## config.mk

```make
export PLATFORM = sky130hd
export DESIGN_NAME = scope_capture_trigger
export DESIGN_NICKNAME = d
export VERILOG_FILES = /design/src/sv/sct_pkg.sv /design/src/sv/sct_cfg.sv /design/src/sv/sct_core.sv /design/src/sv/sct_outreg.sv /design/src/sv/scope_capture_trigger.sv
export SDC_FILE = /design/constraint.sdc
export NUM_CORES = 1
export LEC_CHECK = 0
export BUFFER_PORTS_ARGS = -buffer_cell sky130_fd_sc_hd__buf_4
export CAP_MARGIN = 20
export CORE_MARGIN = 4
export CORE_UTILIZATION = 50
export DETAILED_ROUTE_END_ITERATION = 8
export HOLD_SLACK_MARGIN = 0.12
export PLACE_DENSITY = 0.66
export SLEW_MARGIN = 20
export SYNTH_ARGS = -nofsm -noshare
export SYNTH_HDL_FRONTEND = slang
export SYNTH_SLANG_ARGS = --single-unit
export TNS_END_PERCENT = 5
```

## constraint.sdc

```tcl
create_clock -name clk -period 11.02 [get_ports clk]
set_clock_uncertainty 0.15 [all_clocks]
set_input_delay 1.102 -clock clk [delete_from_list [all_inputs] [get_ports clk]]
set_output_delay 1.102 -clock clk [all_outputs]
set_load 0.01 [all_outputs]
```

## src/sv/sct_pkg.sv

```systemverilog
// ----------------------------------------------------------------------------
// sct_pkg: shared types and constants for the scope capture trigger
// Payload structs, configuration register map, reset values and sizes.
// ----------------------------------------------------------------------------
package sct_pkg;

    localparam int SAMPLE_BITS          = 16;
    localparam int BUFFER_DEPTH_DEFAULT = 512;
    localparam int INDEX_BITS           = 9;
    localparam int CFG_DATA_BITS        = 16;
    localparam int CFG_INDEX_BITS       = 3;
    localparam int COUNT_BITS           = 16;
    localparam int HYST_BITS            = 15;

    // Register map, in configuration index order
    typedef enum logic [CFG_INDEX_BITS-1:0] {
        CFG_DECIM_COUNT   = 3'd0,
        CFG_TRIGGER_LEVEL = 3'd1,
        CFG_HYSTERESIS    = 3'd2,
        CFG_EXTERNAL_MODE = 3'd3,
        CFG_HOLDOFF_COUNT = 3'd4
    } cfg_index_t;

    localparam logic [COUNT_BITS-1:0]         DECIM_COUNT_RESET   = 16'd3;
    localparam logic signed [SAMPLE_BITS-1:0] TRIGGER_LEVEL_RESET = 16'sd0;
    localparam logic [HYST_BITS-1:0]          HYSTERESIS_RESET    = 15'd320;
    localparam logic                          EXTERNAL_MODE_RESET = 1'b0;
    localparam logic [COUNT_BITS-1:0]         HOLDOFF_COUNT_RESET = 16'd4800;

    typedef struct packed {
        logic [COUNT_BITS-1:0]         decim_count;
        logic signed [SAMPLE_BITS-1:0] trigger_level;
        logic [HYST_BITS-1:0]          hysteresis;
        logic                          external_mode;
        logic [COUNT_BITS-1:0]         holdoff_count;
    } cfg_t;

    typedef struct packed {
        logic signed [SAMPLE_BITS-1:0] signal_sample;
        logic                          signal_connected;
        logic signed [SAMPLE_BITS-1:0] trig_sample;
        logic                          trig_connected;
    } sample_t;

    typedef struct packed {
        logic                          capture_valid;
        logic [INDEX_BITS-1:0]         capture_index;
        logic signed [SAMPLE_BITS-1:0] capture_value;
        logic                          sweep_restart;
        logic                          waiting_trigger;
        logic                          channel_active;
    } result_t;

endpackage

```

## src/sv/sct_cfg.sv

```systemverilog
// ----------------------------------------------------------------------------
// sct_cfg: configuration register file
// Holds the five trigger and capture settings, written through a plain port.
// ----------------------------------------------------------------------------
module sct_cfg (
    input  logic                                  clk,
    input  logic                                  rst_n,
    input  logic                                  cfg_we,
    input  logic [sct_pkg::CFG_INDEX_BITS-1:0]    cfg_index,
    input  logic [sct_pkg::CFG_DATA_BITS-1:0]     cfg_data,
    output sct_pkg::cfg_t                         cfg
);

    sct_pkg::cfg_t cfg_reg;
    sct_pkg::cfg_t cfg_next;

    always_comb
    begin
        cfg_next = cfg_reg;
        if (cfg_we)
        begin
            unique case (sct_pkg::cfg_index_t'(cfg_index))
                sct_pkg::CFG_DECIM_COUNT:
                    cfg_next.decim_count = cfg_data;
                sct_pkg::CFG_TRIGGER_LEVEL:
                    cfg_next.trigger_level = $signed(cfg_data);
                sct_pkg::CFG_HYSTERESIS:
                    cfg_next.hysteresis = cfg_data[sct_pkg::HYST_BITS-1:0];
                sct_pkg::CFG_EXTERNAL_MODE:
                    cfg_next.external_mode = cfg_data[0];
                sct_pkg::CFG_HOLDOFF_COUNT:
                    cfg_next.holdoff_count = cfg_data;
                default:
                    cfg_next = cfg_reg;   // ignore writes past the map
            endcase
        end
    end

    always_ff @(posedge clk or negedge rst_n)
    begin
        if (!rst_n)
        begin
            cfg_reg.decim_count   <= sct_pkg::DECIM_COUNT_RESET;
            cfg_reg.trigger_level <= sct_pkg::TRIGGER_LEVEL_RESET;
            cfg_reg.hysteresis    <= sct_pkg::HYSTERESIS_RESET;
            cfg_reg.external_mode <= sct_pkg::EXTERNAL_MODE_RESET;
            cfg_reg.holdoff_count <= sct_pkg::HOLDOFF_COUNT_RESET;
        end
        else
        begin
            cfg_reg <= cfg_next;
        end
    end

    assign cfg = cfg_reg;

endmodule

```

## src/sv/sct_core.sv

```systemverilog
// ----------------------------------------------------------------------------
// sct_core: sweep capture and trigger state
// Decimates samples into the sweep, then runs the Schmitt trigger and holdoff.
// ----------------------------------------------------------------------------
module sct_core #(
    parameter int BUFFER_DEPTH = sct_pkg::BUFFER_DEPTH_DEFAULT
) (
    input  logic              clk,
    input  logic              rst_n,
    input  logic              advance,
    input  sct_pkg::cfg_t     cfg,
    input  sct_pkg::sample_t  sample,
    output sct_pkg::result_t  result_next
);

    localparam int POS_BITS = $clog2(BUFFER_DEPTH + 1);
    localparam int CB       = sct_pkg::COUNT_BITS;
    localparam int SB       = sct_pkg::SAMPLE_BITS;
    localparam int IB       = sct_pkg::INDEX_BITS;
    localparam int THR_BITS = SB + 2;
    localparam logic [POS_BITS-1:0] DEPTH_POS = POS_BITS'(BUFFER_DEPTH);

    logic [POS_BITS-1:0] sweep_position_reg, sweep_position_next;
    logic [CB-1:0]       frame_counter_reg, frame_counter_next;
    logic                schmitt_high_reg, schmitt_high_next;

    logic [CB:0]                 frame_inc;
    logic [CB-1:0]               frame_wait;
    logic [POS_BITS+IB-1:0]      pos_wide;
    logic signed [THR_BITS-1:0]  low_threshold;
    logic signed [THR_BITS-1:0]  gate_ext;
    logic signed [THR_BITS-1:0]  level_ext;
    logic                        full;
    logic                        fired;

    always_comb
    begin
        sweep_position_next = sweep_position_reg;
        frame_counter_next  = frame_counter_reg;
        schmitt_high_next   = schmitt_high_reg;
        fired               = 1'b0;
        frame_wait          = '0;

        result_next.capture_valid   = 1'b0;
        result_next.capture_index   = '0;
        result_next.capture_value   = '0;
        result_next.sweep_restart   = 1'b0;
        result_next.channel_active  = sample.signal_connected;

        pos_wide  = {{IB{1'b0}}, sweep_position_reg};
        frame_inc = {1'b0, frame_counter_reg} + {{CB{1'b0}}, 1'b1};

        level_ext     = THR_BITS'(cfg.trigger_level);
        low_threshold = level_ext - $signed({3'b000, cfg.hysteresis});
        gate_ext      = cfg.external_mode ? THR_BITS'(sample.trig_sample)
                                          : THR_BITS'(sample.signal_sample);

        // Capture phase: keep one sample in every decim_count+1
        if (sweep_position_reg < DEPTH_POS)
        begin
            if (frame_inc > {1'b0, cfg.decim_count})
            begin
                frame_counter_next          = '0;
                result_next.capture_valid   = 1'b1;
                result_next.capture_index   = pos_wide[IB-1:0];
                result_next.capture_value   = sample.signal_sample;
                sweep_position_next         = sweep_position_reg + POS_BITS'(1);
            end
            else
            begin
                frame_counter_next = frame_inc[CB-1:0];
            end
        end

        full = (sweep_position_next >= DEPTH_POS);

        // Wait phase: may run in the same transaction that filled the sweep
        if (full)
        begin
            if (cfg.external_mode && !sample.trig_connected)
            begin
                result_next.sweep_restart = 1'b1;
            end
            else
            begin
                if (frame_counter_next == '0)
                    schmitt_high_next = 1'b1;   // re-arm high when waiting begins
                frame_wait = frame_counter_next + CB'(1);
                if (schmitt_high_next)
                begin
                    if (gate_ext <= low_threshold)
                        schmitt_high_next = 1'b0;
                end
                else if (gate_ext >= level_ext)
                begin
                    schmitt_high_next = 1'b1;
                    fired             = 1'b1;
                end
                frame_counter_next = frame_wait;
                if (fired || (frame_wait >= cfg.holdoff_count))
                    result_next.sweep_restart = 1'b1;
            end
            if (result_next.sweep_restart)
            begin
                sweep_position_next = '0;
                frame_counter_next  = '0;
            end
        end

        result_next.waiting_trigger = full && !result_next.sweep_restart;
    end

    always_ff @(posedge clk or negedge rst_n)
    begin
        if (!rst_n)
        begin
            sweep_position_reg <= '0;
            frame_counter_reg  <= '0;
            schmitt_high_reg   <= 1'b1;
        end
        else if (advance)
        begin
            sweep_position_reg <= sweep_position_next;
            frame_counter_reg  <= frame_counter_next;
            schmitt_high_reg   <= schmitt_high_next;
        end
    end

endmodule

```

## src/sv/sct_outreg.sv

```systemverilog
// ----------------------------------------------------------------------------
// sct_outreg: result register
// Holds one result transaction until taken; reloads in the same cycle.
// ----------------------------------------------------------------------------
module sct_outreg (
    input  logic              clk,
    input  logic              rst_n,
    input  logic              load,
    input  sct_pkg::result_t  data_next,
    input  logic              result_ready,
    output logic              can_load,
    output logic              result_valid,
    output sct_pkg::result_t  result
);

    logic             valid_reg, valid_next;
    sct_pkg::result_t data_reg;

    assign can_load   = !valid_reg || result_ready;
    assign valid_next = load || (valid_reg && !result_ready);

    always_ff @(posedge clk or negedge rst_n)
    begin
        if (!rst_n)
            valid_reg <= 1'b0;
        else
            valid_reg <= valid_next;
    end

    always_ff @(posedge clk)
    begin
        if (load)
            data_reg <= data_next;
    end

    assign result_valid = valid_reg;
    assign result       = data_reg;

endmodule

```

## src/sv/scope_capture_trigger.sv

```systemverilog
// ----------------------------------------------------------------------------
// scope_capture_trigger: oscilloscope sweep capture with Schmitt trigger
// Top level: configuration registers, capture/trigger core, result register.
// ----------------------------------------------------------------------------
// One sample transaction is accepted per clock unless an untaken result stalls it,
// and yields exactly one registered result; throughput is one per cycle, set by
// the single update of the sweep position, frame counter and trigger state.
// While the result register holds a transaction that is not taken, sample_ready
// stays low. The block keeps one sample in every decim_count+1 and reports each
// sweep write as capture_index/capture_value until BUFFER_DEPTH are held, then
// waits for a rising Schmitt crossing of trigger_level (re-arm at
// trigger_level - hysteresis) on the signal or, in external mode, on the
// trigger input. It restarts on that crossing, after holdoff_count waiting
// samples, or at once in external mode with no trigger connected. Write the
// configuration only while no transaction is in flight.
// ----------------------------------------------------------------------------
module scope_capture_trigger #(
    parameter int BUFFER_DEPTH = sct_pkg::BUFFER_DEPTH_DEFAULT
) (
    input  logic                                clk,
    input  logic                                rst_n,
    // sample channel
    input  logic                                sample_valid,
    output logic                                sample_ready,
    input  sct_pkg::sample_t                    sample,
    // result channel
    output logic                                result_valid,
    input  logic                                result_ready,
    output sct_pkg::result_t                    result,
    // configuration write port
    input  logic                                cfg_we,
    input  logic [sct_pkg::CFG_INDEX_BITS-1:0]  cfg_index,
    input  logic [sct_pkg::CFG_DATA_BITS-1:0]   cfg_data
);

    sct_pkg::cfg_t    cfg;
    sct_pkg::result_t result_next;
    logic             can_load;
    logic             advance;

    // Advance state exactly when a sample transaction is accepted
    assign sample_ready = can_load;
    assign advance      = sample_valid && can_load;

    sct_cfg u_cfg (
        .clk       (clk),
        .rst_n     (rst_n),
        .cfg_we    (cfg_we),
        .cfg_index (cfg_index),
        .cfg_data  (cfg_data),
        .cfg       (cfg)
    );

    sct_core #(
        .BUFFER_DEPTH (BUFFER_DEPTH)
    ) u_core (
        .clk         (clk),
        .rst_n       (rst_n),
        .advance     (advance),
        .cfg         (cfg),
        .sample      (sample),
        .result_next (result_next)
    );

    // Result register parts the two sides so a new sample enters while
    // the previous result is being taken
    sct_outreg u_outreg (
        .clk          (clk),
        .rst_n        (rst_n),
        .load         (advance),
        .data_next    (result_next),
        .result_ready (result_ready),
        .can_load     (can_load),
        .result_valid (result_valid),
        .result       (result)
    );

`ifndef ASSERT_OFF
    // Every accepted sample produces a result in the next cycle
    a_result_follows: assert property (@(posedge clk) disable iff (!rst_n)
        (sample_valid && sample_ready) |=> result_valid)
        else $error("accepted sample did not produce a result");

    // A restart leaves the sweep empty, so it never reports waiting
    a_restart_not_waiting: assert property (@(posedge clk) disable iff (!rst_n)
        result_valid |-> !(result.sweep_restart && result.waiting_trigger))
        else $error("restart and waiting_trigger both set");

    // Index and value are zero unless a sample was written
    a_idle_capture_zero: assert property (@(posedge clk) disable iff (!rst_n)
        (result_valid && !result.capture_valid)
            |-> (result.capture_index == '0 && result.capture_value == '0))
        else $error("capture fields set without capture_valid");
`endif

endmodule

```

==> results.md <==
Clock network:
- Clock-pin slew was measured on the worst setup and hold paths at around 60 ps.
- The number of H-tree levels is 4.
- The post-CTS setup-driven buffer insertion count is 0.
- The clock tree from TritonCTS is yes.
- The insertion delay to the later sink of the worst-skew pair is around 410 ps.
- The number of cells upsized or downsized after cts is 0.
- The tree built by TritonCTS fans out to around 120 sinks.
- The tree is rooted in a clkbuf_16.
- The number of buffers on the longest clock path is 2.
- After clock tree synthesis, the flow added hold-fix buffers numbering 0.
- The total CTS buffers is 17.

Setup path:
- The data arrival at the endpoint of the critical path is ~8300 ps.
- Of all nets on the critical path, the largest fanout is 15.
- The required time of the critical path is ~11000 ps.
- The startpoint identified for the worst register-to-register timing path is u_core.frame_counter_reg[3].
- The worst register-to-register path ends at u_core.frame_counter_reg[7].
- The worst setup path is of the reg2reg kind.
- For flop-to-flop paths, the worst setup slack is 2970 ps.
- STA classifies the critical path startpoint as a register.
- The count of cells along the worst register-to-register path is 27.
- The worst setup path is captured at a register.

Synthesis:
- The async set or reset register ratio after synthesis is 76.03%.
- The cell accounting for the most synthesized area is dfrtp_1.
- The main flop type after synthesis is dfrtp_1.
- The number of instances in the synthesized netlist is about 980.
- Of the post-synthesis cell area, the dominant cell type holds about a quarter.
- Each instance of the synthesized netlist takes up on average 8.826 µm².
- The number of synthesized flops with an enable pin is 29.
- After synthesis the netlist holds a flip-flop and latch count of 121.
- After synthesis, the cell types taking the most area are dfrtp_1, ha_1, edfxtp_1, o21ai_0, nand2_1.
- The fraction of the mapped netlist area in compound gates is 18.02%.
- The synthesized-area fraction occupied by xor and xnor cells is between 5 and 6%.
- The mux cell area share after synthesis is 3.530%.
- The netlist uses 75 different library cells.
- The post-synth design cell area is about 0.0087 mm².
- During synthesis, Yosys emitted a total of 0 warnings.
- The simple-gate share of the synthesized area is 18.23%.
- The register area share after synthesis is a little over a third.
- The post-synthesis net count is 1127.
- The post-synthesis share of cell area spent on full adders, half adders and majority gates is 12.33%.
- The largest family of logic cells by synthesized area is simple AND/OR/NAND/NOR gates.

Layout:
- The filler cells instantiated in the layout total between 1500 and 2000.
- Relative to the synthesized area, the layout overhead comes to 16.50%.
- The antenna diode count is 0.
- The number of nets in the layout is between 1000 and 1500.
- The share of cells above drive strength 1 is 16.48%.
- The register with the most flip-flops in the layout has 64 of them.
- The sequential cell area in the final layout is between 0.003 and 0.004 mm².
- The area of the multi-input gates is ~0.0050 mm².

GRT:
- The first global-routing pass estimated approximately 38 mm of wire.
- The number of global-route vias before repair came to about 7200.
- The initial antenna violation count is 0.
- Global routing used about a quarter of the available tracks.
- Global routing finished with a remaining overflow of 0.
- The pin count of the biggest net entering global routing is about 80.

Detailed routing:
- Detailed routing placed a total of between 10 and 15 mm of wire on met2.
- In the routed layout, each cell is associated on average with a via count of between 5 and 6.
- The routed wire length per instance is 18.32 µm.
- The sum of routed wire length over all layers is between 20 and 25 mm.
- The length of the first detailed-routing pass in iterations is 5.
- The first routing iteration left between 600 and 700 violations.
- For this run, design rule violations remaining after detail routing come to 0.
- The count of vias placed by the detailed router is roughly 7500.
- The routed wire length on met3 is around 1.5 mm.
- After detailed routing, the wire length on met1 is approximately 11 mm.
- The remaining antenna violation count after routing is 0.
- In this run the top signal layer used is met4.

STA:
- Setup violations remaining at the end of the flow were counted as 0.
- For the pin with the worst max-slew slack, the measured transition is 915.7 ps.
- The number of max-slew violations in the final report is 0.
- The number of failing hold endpoints at the final stage is 0.
- The worst pin sits at a relative slew slack of between 30% and 40%.
- Of the available clock period, the critical path in the final layout requires 73.05%.
- Setup repair after global routing left no endpoint under its margin.
- Setup total negative slack on the finished layout was measured at 0 ps.
- The shortest clock period the worst path allows after layout is about 8100 ps.
- Derived from the worst setup path, the maximum achievable clock frequency is 0.1242 GHz.

Min path:
- The worst hold path terminates at u_cfg.cfg[17].
- The worst hold path cell count is 1.
- The tightest min-delay check is of the reg2reg type.
- In this run the most critical hold path is launched from u_cfg.cfg[17].

Pwr:
- Across the VDD grid, the largest voltage drop is around 0.13 mV.
- The cell leakage power is roughly 0.0045 µW.
- Power comes to approximately 2100 µW.
- Power spread over the standard cell area amounts to about 210 mW/mm².

Placed design:
- Routability-driven placement finished with a final weighted congestion of 0.9985.
- The HPWL after detailed placement is around 18 mm.
- Buffers placed on the I/O ports in this run total 88.

Floorplan:
- The boundary pin count is between 80 and 90.
- The starting utilization of the core area is 51.64%.
- The die extent in x is roughly 140 µm.
- The site row count is 47.
- The die is between 100 and 150 µm tall.
- The core outline area is around 0.017 mm².
- The die covers 0.01954 mm².

Run status:
- The run finished with clean final reports.

Flow run:
- Max-cap violations in this run came to 0.
[power breakdown]
part	internal (µW)	switching (µW)
registers	545	93.2
logic	388	513
clock network	338	210
[through the flow]
stage	util (%)	setup slack, ps	std cells	hold slack (ps)	cell area (µm²)
final	60.15	2970	1288	362.3	10120
after global routing	60.15	2380	1288	390.7	10120
after CTS	59.90	3187	1286	366.1	10070
after detailed placement	56.49	3213	1254	353.2	9500
after global placement	56.49	3509	1254	351.4	9500
after floorplan	-	4567	984	329.9	8685
[cell usage after synthesis (4+ instances only)]
library cell and n:
and4_1 5, o21ai_0 85, ha_1 84, o21ai_1 13
mux2i_1 7, mux2_2 21, o21bai_1 4, nand2b_1 9
a21o_1 14, a211oi_1 13, and3_1 6, buf_1 5
xnor2_1 25, dfstp_2 9, buf_2 5, nand3_1 32
edfxtp_1 29, nand4_1 13, a22oi_1 6, nor3_1 28
nand2_1 110, clkbuf_1 34, nor2_1 52, inv_1 83
dfrtp_1 83, or3_1 6, a21oi_1 50, xor2_1 26
nor2b_1 12, a31oi_1 5, o21a_1 5, and2_1 27
a2111oi_0 4, nor4_1 8
[placed cells by master (no fill, tap or decap), types with 25 or more instances in the layout]
| master | count |
|---|---|
| buf_4 | 98 |
| edfxtp_1 | 29 |
| xor2_1 | 26 |
| dfrtp_1 | 83 |
| nand3_1 | 32 |
| nand2_1 | 110 |
| and2_1 | 27 |
| xnor2_1 | 25 |
| nor2_1 | 52 |
| o21ai_0 | 85 |
| nor3_1 | 27 |
| a21oi_1 | 50 |
| ha_1 | 84 |
| inv_1 | 83 |
[worst max-delay path by stage]
stage	to	start	cells past startpoint	slack (ps)
after floorplan	u_core.frame_counter_reg[7]	u_core.frame_counter_reg[2]	30	4570
after global placement	u_core.frame_counter_reg[7]	u_core.frame_counter_reg[3]	26	3510
after detailed placement	u_core.frame_counter_reg[7]	u_core.frame_counter_reg[3]	26	3210
after CTS	u_core.frame_counter_reg[7]	u_core.frame_counter_reg[3]	25	3190
after global routing	u_core.frame_counter_reg[7]	u_core.frame_counter_reg[3]	26	2380
final	u_core.frame_counter_reg[7]	u_core.frame_counter_reg[3]	27	2970
[routing by layer]
| metal | vias up | global-route usage (%) |
|---|---|---|
| met5 | - | 0 |
| li1 | 3617 | - |
| met1 | 3518 | 34.07 |
| met3 | 38 | 4.048 |
| met2 | 277 | 38.57 |
| met4 | 0 | 8.261 |
[critical path, cell delays in order (launching register included)]
cell      delay (ps)
dfrtp_1          630
and4_1           420
nand4_1          550
nor4_1           510
xnor2_1          220
inv_1            100
ha_1             320
nand4_1          210
nor2_1           190
nand3_1          410
a21o_1           400
o21ai_0          350
ha_1             310
nand3_1          130
nor4_1           360
nor2_1           150
nor2_1           310
nand3_1          170
xor2_1           240
ha_1             270
and4_1           190
a211oi_1         240
nand2_1           80
a21oi_1          230
nand3_1          270
inv_2            260
a32o_1           190
a22o_1           130
[area by class of cell]
class | instances | share of cell area [%]
clock buffers | 21 | 4.452
clock inverters | 11 | 1.224
inverters | 86 | 3.191
multi-input cells | 729 | 49.25
flip-flops and latches | 121 | 31.47
well taps | 220 | 2.721
repair buffers | 100 | 7.692
[cell families (layout without fill, tap and decap cells)]
group                      Yosys count  in the layout
buffers and inverters              134            218
and+or+nand+nor                    322            322
muxes                               28             28
xor gates and xnor gates            51             51
DFF                                121            121
AOI/OAI and AO/OA                  243            243
adders and majority gates           85             85
Note: power is estimated with default switching activity, not from simulation.
